[src/design/bmsp_pkg.sv]
package bmsp_pkg;

   localparam int unsigned MaxVerticesDefault = 5000000;
   localparam int unsigned MaxFacesDefault    = 5000000;
   localparam int unsigned CountWidth         = 23;

   typedef enum logic [2:0] {
      PH_TAG     = 3'd0,
      PH_NEWLINE = 3'd1,
      PH_HEADER  = 3'd2,
      PH_HSKIP   = 3'd3,
      PH_VERTS   = 3'd4,
      PH_FACES   = 3'd5,
      PH_DRAIN   = 3'd6
   } phase_type;

   typedef enum logic [1:0] {
      KIND_POSITION = 2'd0,
      KIND_INDEX    = 2'd1,
      KIND_SUCCESS  = 2'd2,
      KIND_FAILURE  = 2'd3
   } kind_type;

   typedef enum logic [2:0] {
      ERR_NONE      = 3'd0,
      ERR_VERSION   = 3'd1,
      ERR_TEXT      = 3'd2,
      ERR_TRUNCATED = 3'd3,
      ERR_SIZES     = 3'd4,
      ERR_INDEX     = 3'd5
   } err_type;

   typedef struct packed {
      logic [1:0]  out_kind;
      logic [31:0] out_value;
      logic [1:0]  out_component;
      logic [2:0]  error_code;
      logic        last_result;
   } rsp_type;

   // Work produced by one byte: up to two results.
   typedef struct packed {
      logic    valid0;
      rsp_type rsp0;
      logic    valid1;
      rsp_type rsp1;
   } work_type;

   localparam logic [63:0] TagPrefix = 64'h206e_6f69_7372_6576; // "version " LE

   function automatic logic [7:0] prefix_byte(input logic [2:0] idx);
      prefix_byte = TagPrefix[idx*8 +: 8];
   endfunction

   // Little-endian tails "X.YZ"; returns 8 on no match.
   function automatic logic [3:0] tag_lookup(input logic [31:0] w);
      logic [3:0] r;
      r = 4'd8;
      case (w)
         32'h3030_2E31: r = 4'd0;
         32'h3130_2E31: r = 4'd1;
         32'h3030_2E32: r = 4'd2;
         32'h3030_2E33: r = 4'd3;
         32'h3130_2E33: r = 4'd4;
         32'h3030_2E34: r = 4'd5;
         32'h3130_2E34: r = 4'd6;
         32'h3030_2E35: r = 4'd7;
         default:       r = 4'd8;
      endcase
      tag_lookup = r;
   endfunction

endpackage

[src/design/bmsp_req_if.sv]
interface bmsp_req_if;
   logic       valid;
   logic       ready;
   logic [7:0] data_byte;
   logic       end_of_file;
   modport source (output valid, data_byte, end_of_file, input ready);
   modport sink   (input valid, data_byte, end_of_file, output ready);
endinterface

[src/design/bmsp_rsp_if.sv]
interface bmsp_rsp_if;
   logic        valid;
   logic        ready;
   logic [1:0]  out_kind;
   logic [31:0] out_value;
   logic [1:0]  out_component;
   logic [2:0]  error_code;
   logic        last_result;
   modport source (output valid, out_kind, out_value, out_component, error_code,
                   last_result, input ready);
   modport sink   (input valid, out_kind, out_value, out_component, error_code,
                   last_result, output ready);
endinterface

[src/design/bmsp_front.sv]
module bmsp_front
   import bmsp_pkg::*;
#(
   parameter int unsigned MAX_VERTICES = MaxVerticesDefault,
   parameter int unsigned MAX_FACES    = MaxFacesDefault
) (
   input  logic     clock,
   input  logic     reset,
   input  logic     in_valid,
   output logic     in_ready,
   input  logic [7:0] in_byte,
   input  logic     in_eof,
   output logic     work_valid,
   output work_type work,
   input  logic     work_space
);
   localparam logic [31:0] MaxV = 32'(MAX_VERTICES);
   localparam logic [31:0] MaxF = 32'(MAX_FACES);

   phase_type              phase_ff, phase_in;
   logic [15:0]            bcnt_ff, bcnt_in;
   logic [2:0]             ver_ff, ver_in;
   logic [15:0]            hlen_ff, hlen_in;
   logic [7:0]             vstr_ff, vstr_in, fstr_ff, fstr_in;
   logic [CountWidth-1:0]  vtot_ff, vtot_in, ftot_ff, ftot_in, rec_ff, rec_in;
   logic [31:0]            ws_ff, ws_in;
   logic                   sent_ff, sent_in;

   logic        take;
   logic [15:0] k, fl, k1;
   logic [2:0]  fail;
   logic        succ;
   logic [3:0]  found;
   logic [CountWidth-1:0] rec1;
   logic [16:0] skip_lim;
   logic        hdr;
   logic [1:0]  comp;
   rsp_type     data_r, stat_r, eof_r;
   logic        data_v;

   assign in_ready = work_space;
   assign take     = in_valid && work_space;

   always_comb begin
      phase_in = phase_ff; bcnt_in = bcnt_ff; ver_in = ver_ff; hlen_in = hlen_ff;
      vstr_in = vstr_ff; fstr_in = fstr_ff; vtot_in = vtot_ff; ftot_in = ftot_ff;
      rec_in = rec_ff; sent_in = sent_ff;
      fail = ERR_NONE; succ = 1'b0; data_v = 1'b0; comp = 2'd0; hdr = 1'b0;
      data_r = '0; found = 4'd8; rec1 = rec_ff + 1'b1; skip_lim = '0;
      k = bcnt_ff; k1 = bcnt_ff + 16'd1;
      ws_in = (phase_ff == PH_HEADER || phase_ff == PH_VERTS || phase_ff == PH_FACES)
              ? {in_byte, ws_ff[31:8]} : ws_ff;
      fl = (ver_ff == 3'd2) ? 16'd12 : 16'd16;
      unique case (phase_ff)
         PH_TAG: begin
            if (k < 16'd8) begin
               if (in_byte != prefix_byte(k[2:0])) fail = ERR_VERSION;
               bcnt_in = k1;
            end else begin
               ws_in = {in_byte, ws_ff[31:8]};
               if (k >= 16'd11) begin
                  found = tag_lookup(ws_in);
                  if (found == 4'd8) fail = ERR_VERSION;
                  else if (found < 4'd2) begin
                     ver_in = found[2:0];
                     fail = in_eof ? ERR_TRUNCATED : ERR_TEXT;
                  end else begin
                     ver_in = found[2:0]; phase_in = PH_NEWLINE; bcnt_in = '0;
                  end
               end else bcnt_in = k1;
            end
         end
         PH_NEWLINE: begin
            if (in_byte != 8'h0D && in_byte != 8'h0A) begin
               ws_in = {in_byte, 24'd0}; phase_in = PH_HEADER; k = '0; k1 = 16'd1;
               hdr = 1'b1;
            end
         end
         PH_HEADER: hdr = 1'b1;
         PH_HSKIP: begin
            bcnt_in = k1;
            skip_lim = {1'b0, hlen_ff} - {1'b0, fl};
            if ({1'b0, k1} >= skip_lim) begin bcnt_in = '0; phase_in = PH_VERTS; end
         end
         PH_VERTS: begin
            if (k < 16'd12) begin
               comp = k[3:2];
               if (k[1:0] == 2'b11) begin
                  data_v = 1'b1;
                  data_r = '{KIND_POSITION, ws_in, comp, ERR_NONE, 1'b0};
               end
            end
            if ({8'd0, k1} >= {16'd0, vstr_ff}) begin
               bcnt_in = '0; rec_in = rec1;
               if (rec1 >= vtot_ff) begin rec_in = '0; phase_in = PH_FACES; end
            end else bcnt_in = k1;
         end
         PH_FACES: begin
            comp = k[3:2];
            if (k[1:0] == 2'b11 && ws_in >= {9'd0, vtot_ff}) fail = ERR_INDEX;
            else begin
               if (k[1:0] == 2'b11) begin
                  data_v = 1'b1;
                  data_r = '{KIND_INDEX, ws_in, comp, ERR_NONE, 1'b0};
               end
               if (k >= 16'd11) begin
                  bcnt_in = '0; rec_in = rec1;
                  if (rec1 >= ftot_ff) succ = 1'b1;
               end else bcnt_in = k1;
            end
         end
         PH_DRAIN: ;
         default: ;
      endcase
      if (hdr) begin
         if (k == 16'd0) hlen_in = {8'd0, in_byte};
         else if (k == 16'd1) hlen_in = {in_byte, hlen_ff[7:0]};
         else if (k == 16'd2) vstr_in = in_byte;
         else if (k == 16'd3) fstr_in = in_byte;
         if (k == ((ver_ff == 3'd2) ? 16'd7 : 16'd11))
            vtot_in = (ws_in == 32'd0 || ws_in > MaxV) ? '0 : ws_in[CountWidth-1:0];
         if (k1 >= fl) begin
            ftot_in = (ws_in == 32'd0 || ws_in > MaxF) ? '0 : ws_in[CountWidth-1:0];
            if (vstr_in < 8'd12 || fstr_in != 8'd12 || vtot_in == '0 || ftot_in == '0)
               fail = ERR_SIZES;
            else begin
               bcnt_in = '0; rec_in = '0;
               phase_in = (hlen_in > fl) ? PH_HSKIP : PH_VERTS;
            end
         end else bcnt_in = k1;
      end
      stat_r = '0; eof_r = '0;
      if (fail != ERR_NONE && !sent_ff) begin
         stat_r = '{KIND_FAILURE, 32'd0, 2'd0, fail, in_eof};
         sent_in = 1'b1; phase_in = PH_DRAIN;
      end else if (succ && !sent_ff) begin
         stat_r = '{KIND_SUCCESS, 32'd0, 2'd0, ERR_NONE, in_eof};
         sent_in = 1'b1; phase_in = PH_DRAIN;
      end
      eof_r = '{KIND_FAILURE, 32'd0, 2'd0, ERR_TRUNCATED, 1'b1};
      // Pack at most two results, in order: data word, then status or eof status.
      work = '0;
      if (data_v) begin work.valid0 = 1'b1; work.rsp0 = data_r; end
      if (sent_in && !sent_ff) begin
         if (data_v) begin work.valid1 = 1'b1; work.rsp1 = stat_r; end
         else begin work.valid0 = 1'b1; work.rsp0 = stat_r; end
      end else if (in_eof && !sent_ff) begin
         if (data_v) begin work.valid1 = 1'b1; work.rsp1 = eof_r; end
         else begin work.valid0 = 1'b1; work.rsp0 = eof_r; end
      end
      work_valid = take && work.valid0;
   end

   always_ff @(posedge clock) begin
      if (reset || (take && in_eof)) begin
         phase_ff <= PH_TAG; bcnt_ff <= '0; ver_ff <= '0; hlen_ff <= '0;
         vstr_ff <= '0; fstr_ff <= '0; vtot_ff <= '0; ftot_ff <= '0; rec_ff <= '0;
         ws_ff <= '0; sent_ff <= 1'b0;
      end else if (take) begin
         phase_ff <= phase_in; bcnt_ff <= bcnt_in; ver_ff <= ver_in; hlen_ff <= hlen_in;
         vstr_ff <= vstr_in; fstr_ff <= fstr_in; vtot_ff <= vtot_in; ftot_ff <= ftot_in;
         rec_ff <= rec_in; ws_ff <= ws_in; sent_ff <= sent_in;
      end
   end

   a_drain_sent: assert property (@(posedge clock) disable iff (reset)
      phase_ff == PH_DRAIN |-> sent_ff) else $error("drain without status");
   a_two_needs_one: assert property (@(posedge clock) disable iff (reset)
      work.valid1 |-> work.valid0) else $error("second result without first");
   a_tag_count: assert property (@(posedge clock) disable iff (reset)
      phase_ff == PH_TAG |-> bcnt_ff <= 16'd11) else $error("tag count overrun");
endmodule

[src/design/bmsp_queue.sv]
module bmsp_queue
   import bmsp_pkg::*;
(
   input  logic     clock,
   input  logic     reset,
   input  logic     push,
   input  work_type push_data,
   output logic     space,
   output logic     pop_valid,
   output work_type pop_data,
   input  logic     pop
);
   localparam int Depth = 4;
   work_type        mem_ff [Depth];
   logic [1:0]      wp_ff, rp_ff;
   logic [2:0]      cnt_ff;

   assign space     = cnt_ff < 3'(Depth);
   assign pop_valid = cnt_ff != 3'd0;
   assign pop_data  = mem_ff[rp_ff];

   always_ff @(posedge clock) begin
      if (push) mem_ff[wp_ff] <= push_data;
   end

   always_ff @(posedge clock) begin
      if (reset) begin
         wp_ff <= '0; rp_ff <= '0; cnt_ff <= '0;
      end else begin
         if (push) wp_ff <= wp_ff + 2'd1;
         if (pop)  rp_ff <= rp_ff + 2'd1;
         cnt_ff <= cnt_ff + {2'd0, push} - {2'd0, pop};
      end
   end

   a_no_overflow: assert property (@(posedge clock) disable iff (reset)
      push |-> space) else $error("queue overflow");
   a_no_underflow: assert property (@(posedge clock) disable iff (reset)
      pop |-> pop_valid) else $error("queue underflow");
   a_count_range: assert property (@(posedge clock) disable iff (reset)
      cnt_ff <= 3'(Depth)) else $error("queue count out of range");
endmodule

[src/design/bmsp_back.sv]
module bmsp_back
   import bmsp_pkg::*;
(
   input  logic     clock,
   input  logic     reset,
   input  logic     work_valid,
   input  work_type work,
   output logic     work_pop,
   output logic     out_valid,
   output rsp_type  out_data,
   input  logic     out_ready
);
   logic    second_ff, second_in;
   logic    ov_ff, ov_in;
   rsp_type od_ff, od_in;
   logic    load;

   always_comb begin
      second_in = second_ff; ov_in = ov_ff; od_in = od_ff; work_pop = 1'b0;
      load = !ov_ff || out_ready;
      if (load) begin
         ov_in = 1'b0;
         if (work_valid) begin
            ov_in = 1'b1;
            if (second_ff) begin
               od_in = work.rsp1; second_in = 1'b0; work_pop = 1'b1;
            end else begin
               od_in = work.rsp0;
               if (work.valid1) second_in = 1'b1;
               else work_pop = 1'b1;
            end
         end
      end
   end

   assign out_valid = ov_ff;
   assign out_data  = od_ff;

   always_ff @(posedge clock) begin
      if (reset) begin
         ov_ff <= 1'b0; second_ff <= 1'b0;
      end else begin
         ov_ff <= ov_in; second_ff <= second_in;
      end
   end
   always_ff @(posedge clock) od_ff <= od_in;

   a_second_needs_work: assert property (@(posedge clock) disable iff (reset)
      second_ff |-> work_valid) else $error("second half without entry");
   a_hold: assert property (@(posedge clock) disable iff (reset)
      ov_ff && !out_ready |=> ov_ff && $stable(od_ff)) else $error("result lost");
endmodule

[src/design/binary_mesh_stream_parser_unit.sv]
// Binary mesh stream parser.
// req channel: one file byte per request, with end_of_file on the last byte.
// rsp channel: position words, vertex indices and one final status per file.
// A front stage decodes each byte in the cycle it is accepted (tag match,
// header fields, record counters) and pushes up to two results as one entry
// into a four-entry queue. A back stage unpacks the entry into a registered
// output. One byte is accepted per cycle while the queue has room; a result
// passes through the queue and the output register after its byte. A byte
// that yields two results (a data word plus a status) holds its entry in the
// back stage until both are sent, so the byte rate is limited only by output draining.
// When the receiver stalls, the output register holds, the queue fills and
// req_ready drops once all four entries are in use.
// Reset clears the parse state, the queue and the output valid; the block
// then waits for the tag of a new file. The byte that ends a file also
// returns the parse state to its reset value.
module binary_mesh_stream_parser_unit
   import bmsp_pkg::*;
#(
   parameter int unsigned MAX_VERTICES = MaxVerticesDefault,
   parameter int unsigned MAX_FACES    = MaxFacesDefault
) (
   input logic         clock,
   input logic         reset,
   bmsp_req_if.sink    req,
   bmsp_rsp_if.source  rsp
);
   logic     fw_valid, q_space, q_valid, q_pop;
   work_type fw_data, q_data;
   rsp_type  out_data;

   // decode bytes, build result entries
   bmsp_front #(.MAX_VERTICES(MAX_VERTICES), .MAX_FACES(MAX_FACES)) u_front (
      .clock(clock), .reset(reset),
      .in_valid(req.valid), .in_ready(req.ready),
      .in_byte(req.data_byte), .in_eof(req.end_of_file),
      .work_valid(fw_valid), .work(fw_data), .work_space(q_space));

   // decouple decode from output stalls
   bmsp_queue u_queue (
      .clock(clock), .reset(reset), .push(fw_valid), .push_data(fw_data),
      .space(q_space), .pop_valid(q_valid), .pop_data(q_data), .pop(q_pop));

   // unpack entries to single results
   bmsp_back u_back (
      .clock(clock), .reset(reset), .work_valid(q_valid), .work(q_data),
      .work_pop(q_pop), .out_valid(rsp.valid), .out_data(out_data),
      .out_ready(rsp.ready));

   assign rsp.out_kind      = out_data.out_kind;
   assign rsp.out_value     = out_data.out_value;
   assign rsp.out_component = out_data.out_component;
   assign rsp.error_code    = out_data.error_code;
   assign rsp.last_result   = out_data.last_result;
endmodule

[src/flat_wrapper.sv]
// flat-port wrapper written by rule: the top's interface ports become plain ports
module binary_mesh_stream_parser_unit_flat import bmsp_pkg::*;
#(
   parameter int unsigned MAX_VERTICES = MaxVerticesDefault,
   parameter int unsigned MAX_FACES    = MaxFacesDefault
)
  (clock, reset, req_valid, req_data_byte, req_end_of_file, req_ready, rsp_valid, rsp_out_kind, rsp_out_value, rsp_out_component, rsp_error_code, rsp_last_result, rsp_ready);
  bmsp_req_if req_i ();
  bmsp_rsp_if rsp_i ();
  input logic clock;
  input logic reset;
  input wire logic [$bits(req_i.valid)-1:0] req_valid;
  input wire logic [$bits(req_i.data_byte)-1:0] req_data_byte;
  input wire logic [$bits(req_i.end_of_file)-1:0] req_end_of_file;
  output wire logic [$bits(req_i.ready)-1:0] req_ready;
  output wire logic [$bits(rsp_i.valid)-1:0] rsp_valid;
  output wire logic [$bits(rsp_i.out_kind)-1:0] rsp_out_kind;
  output wire logic [$bits(rsp_i.out_value)-1:0] rsp_out_value;
  output wire logic [$bits(rsp_i.out_component)-1:0] rsp_out_component;
  output wire logic [$bits(rsp_i.error_code)-1:0] rsp_error_code;
  output wire logic [$bits(rsp_i.last_result)-1:0] rsp_last_result;
  input wire logic [$bits(rsp_i.ready)-1:0] rsp_ready;
  assign req_i.valid = req_valid;
  assign req_i.data_byte = req_data_byte;
  assign req_i.end_of_file = req_end_of_file;
  assign req_ready = req_i.ready;
  assign rsp_valid = rsp_i.valid;
  assign rsp_out_kind = rsp_i.out_kind;
  assign rsp_out_value = rsp_i.out_value;
  assign rsp_out_component = rsp_i.out_component;
  assign rsp_error_code = rsp_i.error_code;
  assign rsp_last_result = rsp_i.last_result;
  assign rsp_i.ready = rsp_ready;
  binary_mesh_stream_parser_unit #(.MAX_VERTICES(MAX_VERTICES), .MAX_FACES(MAX_FACES)) u_core (.clock(clock), .reset(reset), .req(req_i), .rsp(rsp_i));
endmodule
[config.mk]
export PLATFORM = sky130hd
export DESIGN_NAME = binary_mesh_stream_parser_unit_flat
export DESIGN_NICKNAME = d
export VERILOG_FILES = /design/src/design/bmsp_pkg.sv /design/src/design/bmsp_req_if.sv /design/src/design/bmsp_rsp_if.sv /design/src/design/bmsp_front.sv /design/src/design/bmsp_queue.sv /design/src/design/bmsp_back.sv /design/src/design/binary_mesh_stream_parser_unit.sv /design/src/flat_wrapper.sv
export SDC_FILE = /design/constraint.sdc
export NUM_CORES = 1
export LEC_CHECK = 0
export BUFFER_PORTS_ARGS = -buffer_cell sky130_fd_sc_hd__buf_2
export CAP_MARGIN = 20
export CORE_MARGIN = 1.5
export CORE_UTILIZATION = 40
export CTS_BUF_LIST = sky130_fd_sc_hd__clkbuf_2
export DETAILED_ROUTE_END_ITERATION = 7
export GPL_ROUTABILITY_DRIVEN = 1
export RECOVER_POWER = 25
export SYNTH_ARGS = -nofsm -noshare
export SYNTH_HDL_FRONTEND = slang
export SYNTH_HIERARCHICAL = 1
export SYNTH_SLANG_ARGS = --single-unit
[constraint.sdc]
create_clock -name clock -period 6.61 [get_ports clock]
set_input_delay 0.3305 -clock clock [delete_from_list [all_inputs] [get_ports clock]]
set_output_delay 0.3305 -clock clock [all_outputs]
set_load 0.005 [all_outputs]
# [After elaboration in Yosys (flattened, before gate mapping)]
# Memories as Yosys holds them, arrays and structs flattened. A register that Yosys moved wholly into a read port is not among the register bits.
# Index checks and enable logic that the tools add are counted.
[word_totals] register_bits=205 ramBits=328 inputBits=13 output_inout_bits=42 wordCells=213 memories=1
[memory_table] memory="u_core.u_queue.mem_ff" words=4 width=82 read_ports=1 rd_clocked_by_memory_dff=1 wr=1 line="bmsp_queue.sv:14" text="work_type mem_ff [Depth];"
[op_classes] addsub=7 order_cmp=14 eq_ne=24 shifts=1 mux=113 bitwise=2 n_reduce_logical=30
[op_table] op="2-to-1 mux 16 bit" n=18
[op_table] op="equality test 32 x 30 -> 1 bit (second input constant)" n=8
[op_table] op="2-to-1 mux 23 bit" n=10
[op_table] op="2-to-1 mux 41 bit" n=5
[op_table] op="2-to-1 mux 82 bit" n=2
[op_table] op="2-to-1 mux 40 bit" n=3
[op_table] op="2-to-1 mux 32 bit" n=3
[op_table] op="2-to-1 mux 39 bit" n=2
[op_table] op="one-hot mux 39 bit (2 select lines)" n=1
[op_table] op="2-to-1 mux 38 bit" n=2
[op_table] op="2-to-1 mux 8 bit" n=9
[op_table] op="one-hot mux 16 bit (4 select lines)" n=1
[op_table] op="one-hot mux 32 bit (2 select lines)" n=1
[op_table] op="indexed part select 64 x 7 -> 8 bit (first input constant)" n=1
[op_table] op="2-to-1 mux 3 bit" n=19
[op_table] op=">= comparator 23 bit" n=2
[op_table] op="logical NOT 23 bit" n=2
[op_table] op="one-hot mux 23 bit (2 select lines)" n=1
[op_table] op="equality test 16 x 2 -> 1 bit (second input constant)" n=2
[op_table] op=">= comparator 32 x 23 -> 1 bit" n=1
[op_table] op="greater-than comparator 32 x 23 -> 1 bit (second input constant)" n=1
[op_table] op="logical NOT 32 bit" n=1
[op_table] op="< comparator 16 x 4 -> 1 bit (second input constant)" n=2
[op_table] op="one-hot mux 4 bit (8 select lines)" n=1
[op_table] op="40 further kinds" n=93

# [Logic depth before layout (Yosys ltp)]
[logic_depth] word_depth=25 mapped_depth=25 depth_no_buf=22

# [By module]
# Netlist, hierarchy kept.
[modules_own_cells] module="bmsp_front" n_inst=1 cells_per_inst=1729 area_each_um2=12557.0 seq_area_each_um2=3123.0
[modules_own_cells] module="bmsp_queue" n_inst=1 cells_per_inst=470 area_each_um2=12349.3 seq_area_each_um2=10029.6
[modules_own_cells] module="bmsp_back" n_inst=1 cells_per_inst=96 area_each_um2=1986.9 seq_area_each_um2=1241.2

# [Worst setup path before layout]
# OpenSTA, ideal clock, no wires.
[synth_timing] path_kind="reg2reg" from="register u_core.u_front.phase_ff[2]" to="memory u_core/u_queue/mem_ff[0][0] in the netlist's numbering, enable pin" setup_ns=0.449 arrival_time_ns=6.900 required_time_ns=6.161 setup_slack_ns=-0.739 stages_incl_launch_ff=20 n_path_buf=4 synth_period_minus_slack_ns=7.349 path_cell_list="dfxtp_1 -> buf_2 -> or3b_2 -> clkbuf_1 -> nand2_2 -> buf_2 -> buf_2 -> mux2i_1 -> inv_1 -> ha_1 -> nand3_1 -> or2_2 -> or4b_2 -> o31ai_1 -> nor2_1 -> o311ai_0 -> a211oi_1 -> a31o_2 -> a21oi_1 -> and2_1"
[synth_via] elab_chain_len=25 elab_cells_between_ends=67 cone_classes="4 x order compare; 9 x eq/ne; 37 x mux; 17 x reduce/logical"
[synth_lines] element="start, declared" line="bmsp_front.sv:20" text="phase_type phase_ff, phase_in;"
[synth_lines] element="start signal, assigned" line="bmsp_front.sv:160" text="phase_ff <= phase_in; bcnt_ff <= bcnt_in; ver_ff <= ver_in; hlen_ff <= hlen_in;"
[synth_lines] element="equality test 3 x 2 -> 1 bit or equality test 3 bit (tied branches)" line="bmsp_front.sv:51, bmsp_front.sv:54"
[synth_lines] element="logical OR 1 bit (2 in a row)" line="bmsp_front.sv:51" text="ws_in = (phase_ff == PH_HEADER || phase_ff == PH_VERTS || phase_ff == PH_FACES)"
[synth_lines] element="2-to-1 mux 32 bit" line="bmsp_front.sv:52" text="? {in_byte, ws_ff[31:8]} : ws_ff;"
[synth_lines] element="2-to-1 mux 32 bit (on tied branches)" line="bmsp_front.sv:74, bmsp_front.sv:56"
[synth_lines] element="one-hot mux 32 bit (2 select lines)" line="bmsp_front.sv:54" text="unique case (phase_ff)"
[synth_lines] element="greater-than comparator 32 x 23 -> 1 bit or logical NOT 32 bit (tied branches)" line="bmsp_front.sv:121, bmsp_front.sv:123"
[synth_lines] element="logical OR 1 bit" line="bmsp_front.sv:121, bmsp_front.sv:123"
[synth_lines] element="2-to-1 mux 23 bit" line="bmsp_front.sv:121, bmsp_front.sv:123"
[synth_lines] element="[... 9 more ...]"
[synth_lines] element="logical AND 1 bit" line="bmsp_front.sv:133" text="if (fail != ERR_NONE && !sent_ff) begin"
[synth_lines] element="2-to-1 mux 1 bit" line="bmsp_front.sv:133"
[synth_lines] element="logical AND 1 bit" line="bmsp_front.sv:144" text="if (sent_in && !sent_ff) begin"
[synth_lines] element="2-to-1 mux 82 bit *" line="bmsp_front.sv:144"
[synth_lines] element="logical AND 1 bit *" line="bmsp_front.sv:151" text="work_valid = take && work.valid0;"
[synth_lines] element="via u_core.fw_valid" line="binary_mesh_stream_parser_unit.sv:27" text="logic fw_valid, q_space, q_valid, q_pop;"
[synth_lines] element="2-to-1 mux 1 bit *" line="bmsp_queue.sv:23" text="if (push) mem_ff[wp_ff] <= push_data;"
[synth_lines] element="2-to-1 mux 1 bit (not written as such) *" line="bmsp_queue.sv:23"
[synth_lines] element="end, declared" line="bmsp_queue.sv:14"
# Mark *: on every way through the listed nets, which the timed path passes. The rest lies on a longest branch. The select of a mux whose other input is x is not followed.

# [Worst setup path in the final report]
[layout_timing] from="register u_core.u_front.phase_ff[1]" to="memory u_core/u_queue/mem_ff[0][64] in the netlist's numbering, enable pin"
# Same word-level chain as after synthesis.

==> results.ini <==
[status]
status=finished, violations left
violations=design-rule violations, max-capacitance violations, max-slew violations

[timing]
setup_viol=0
fin_crit_sh_pct=94.8
slew_viol_final=126
hold_violations=0
fin_crit_ns=6.27
worst_slack_ns=0.341
whs_ns=0.198
worst_pin_slew_ns=2.66
clock.fmax_mhz=160
skew_ns=0.123
tns_ns=0
rsz0062_at_grt=no
slew_headroom_pct=-77.9

[floorplan]
io-pin-count=55
die_h_um=262
die_w_um=262
start_util_pct=40.5
core_um2=66000
die_area_um2=68400
num_rows=94

[drt]
final_antenna_net_count=0
wl_per_cell_um=20.9
drc=2
routed_via_density=5.54
wirelength_um=70800
vias=18800
dr.pass1.iters=8
drt-initial-drc-count=1499

[grt]
overflow=0
grt_max_degree=70
antenna_found_initial=2
grt_pass1_vias=18800
grt_pass1_wl_um=109000
track_usage_pct=20.9

[logic_synthesis]
avgSynthCellArea_um2=11.7
yosysWarnings=6
syn_inst=2289
syn-cell-area_um2=26700

[finish]
syn_to_final_growth_pct=8.49
post-route-util_pct=44.0
drive_gt1_share_pct=15.6
nets=2555
design_area_um2=29000

[clocking]
numClockSinks=531
path_clk_slew_ns=0.09
root_buffer=clkbuf_2
cts.path.max_buffers=3
clkLatencyLatePin_ns=1.30
numCtsBuffers=137
h-tree-depth=4
cts_tree=built

[setup_path]
reg2reg_to=u_core/u_queue/mem_ff[0][64]
rrSetupSlack_ns=0.34
crit_top_cell=nor2_1
cp.required_ns=7.50
cpPeakStageDelay_ns=0.63
reg2reg_depth=17
cp_data_arrival_time_ns=7.16
worstPathMaxFanout=31
startpoint_type=register
cp_cell_sequence=or3b_2, nand2_2, buf_4, mux2i_1, inv_1, ha_1, nand2_1, nor2_1, or4b_2, o31ai_1, nor2_1, o311ai_0, a211oi_1, a31o_2, a21oi_1, and2_4, buf_12
crit_start=u_core/u_front/phase_ff[1]
slowest_stage=a21oi_1
worstSetupEndpointType=register
worstSetupPathType=reg2reg
reg2reg_from=u_core/u_front/phase_ff[1]

[placement]
hpwl_um=48500
gp_congestion=0.937
port_buffers=54
dpl_cell_area_um2=27800
dp_slack_ns=0.348

[power]
vdd_drop_max_v=0.000221
p_per_area_nw_per_um2=306
leakagePower_nw=10.7

[worst_hold_path]
min_path_cells=6
hold_path_class=in2reg
hold_path_end=u_core/u_front/hlen_ff[5]
hold_start=req_data_byte[5]

[flow_run]
drv_cap=3

final cells by class:
type                    instances  area [µm²]
flip-flops and latches        531       14300
diodes                          2        5.00
fillers                      6174       37000
well taps                     864        1080
clock buffers                 194         971
inverters                     117         439
multi-input cells            1503       11000
repair buffers                136         978
clock inverters                47         269
cell usage in the layout (no fill, tap or decap), drive strengths merged, types with 27 or more instances in the layout:
cell / n
edfxtp: 364
clkbuf: 238
nor2: 216
dfxtp: 167
nand2: 165
a21oi: 147
inv: 123
ha: 114
mux4: 81
nand3: 71
o21ai: 69
buf: 67
nor3: 61
mux2i: 46
mux2: 43
xnor2: 39
clkinv: 37
conb: 35
or3: 34
nand4: 30
a22oi: 27
stage by stage:
stage | instances | total power (W)
3_3_place_gp | 3126 | 0.00686
2_1_floorplan | 2323 | 0.00621
5_1_grt | 3394 | 0.00940
6_report | 3394 | 0.00887
4_1_cts | 3392 | 0.00918
3_5_place_dp | 3126 | 0.00689
critical path: cells and delay by family, from the launching register on:
family | cells | cell delay [ns]
buf+inv | 3 | 0.72
mux | 1 | 0.37
compound gates | 5 | 1.83
flops | 1 | 0.46
fa+ha+maj | 1 | 0.28
simple gates | 7 | 2.24
how the worst max path moves through the flow:
stage	slack, ns	end	cells after the start
2_1_floorplan	0.16	u_core/u_queue/mem_ff[1][0]	19
3_3_place_gp	0.58	u_core/u_queue/mem_ff[1][10]	17
3_5_place_dp	0.35	u_core/u_queue/mem_ff[1][10]	16
4_1_cts	0.34	u_core/u_queue/mem_ff[0][64]	17
5_1_grt	0.02	u_core/u_queue/mem_ff[0][64]	17
6_report	0.34	u_core/u_queue/mem_ff[0][64]	17
state kept, by name, summed over array words and instances (netlist names), 2 cells and up, named ones only:
signal                   cells
u_core/u_front/vtot_ff      23
u_core/u_front/fstr_ff       8
u_core/u_front/ws_ff        32
u_core/u_front/rec_ff       23
u_core/u_queue/rp_ff         2
u_core/u_front/phase_ff      3
u_core/u_front/vstr_ff       8
u_core/u_front/ftot_ff      23
u_core/u_queue/cnt_ff        3
u_core/u_queue/mem_ff      324
u_core/u_front/hlen_ff      16
u_core/u_front/bcnt_ff      16
u_core/u_front/ver_ff        3
u_core/u_queue/wp_ff         2
u_core/u_back/out_data      40
power by group:
part	leakage [nW]	internal, W	switching (W)
logic	4.96	0.00102	0.00136
registers	4.77	0.00403	0.000222
clock network	0.928	0.000854	0.00138
metal layers:
layer	global-route usage, %	share of wire [%]
met1	28.8	45
met2	32.3	46
met3	4.13	6.4
met4	8.73	2.9
met5	0	0
timing repair:
item	in CTS	in global routing
hold endpoints to repair	243	0
resized for setup	0	1
setup endpoints to repair	0	148
buffers inserted	0	0
hold buffers	25	0
Note: power is estimated with default switching activity, not from simulation.
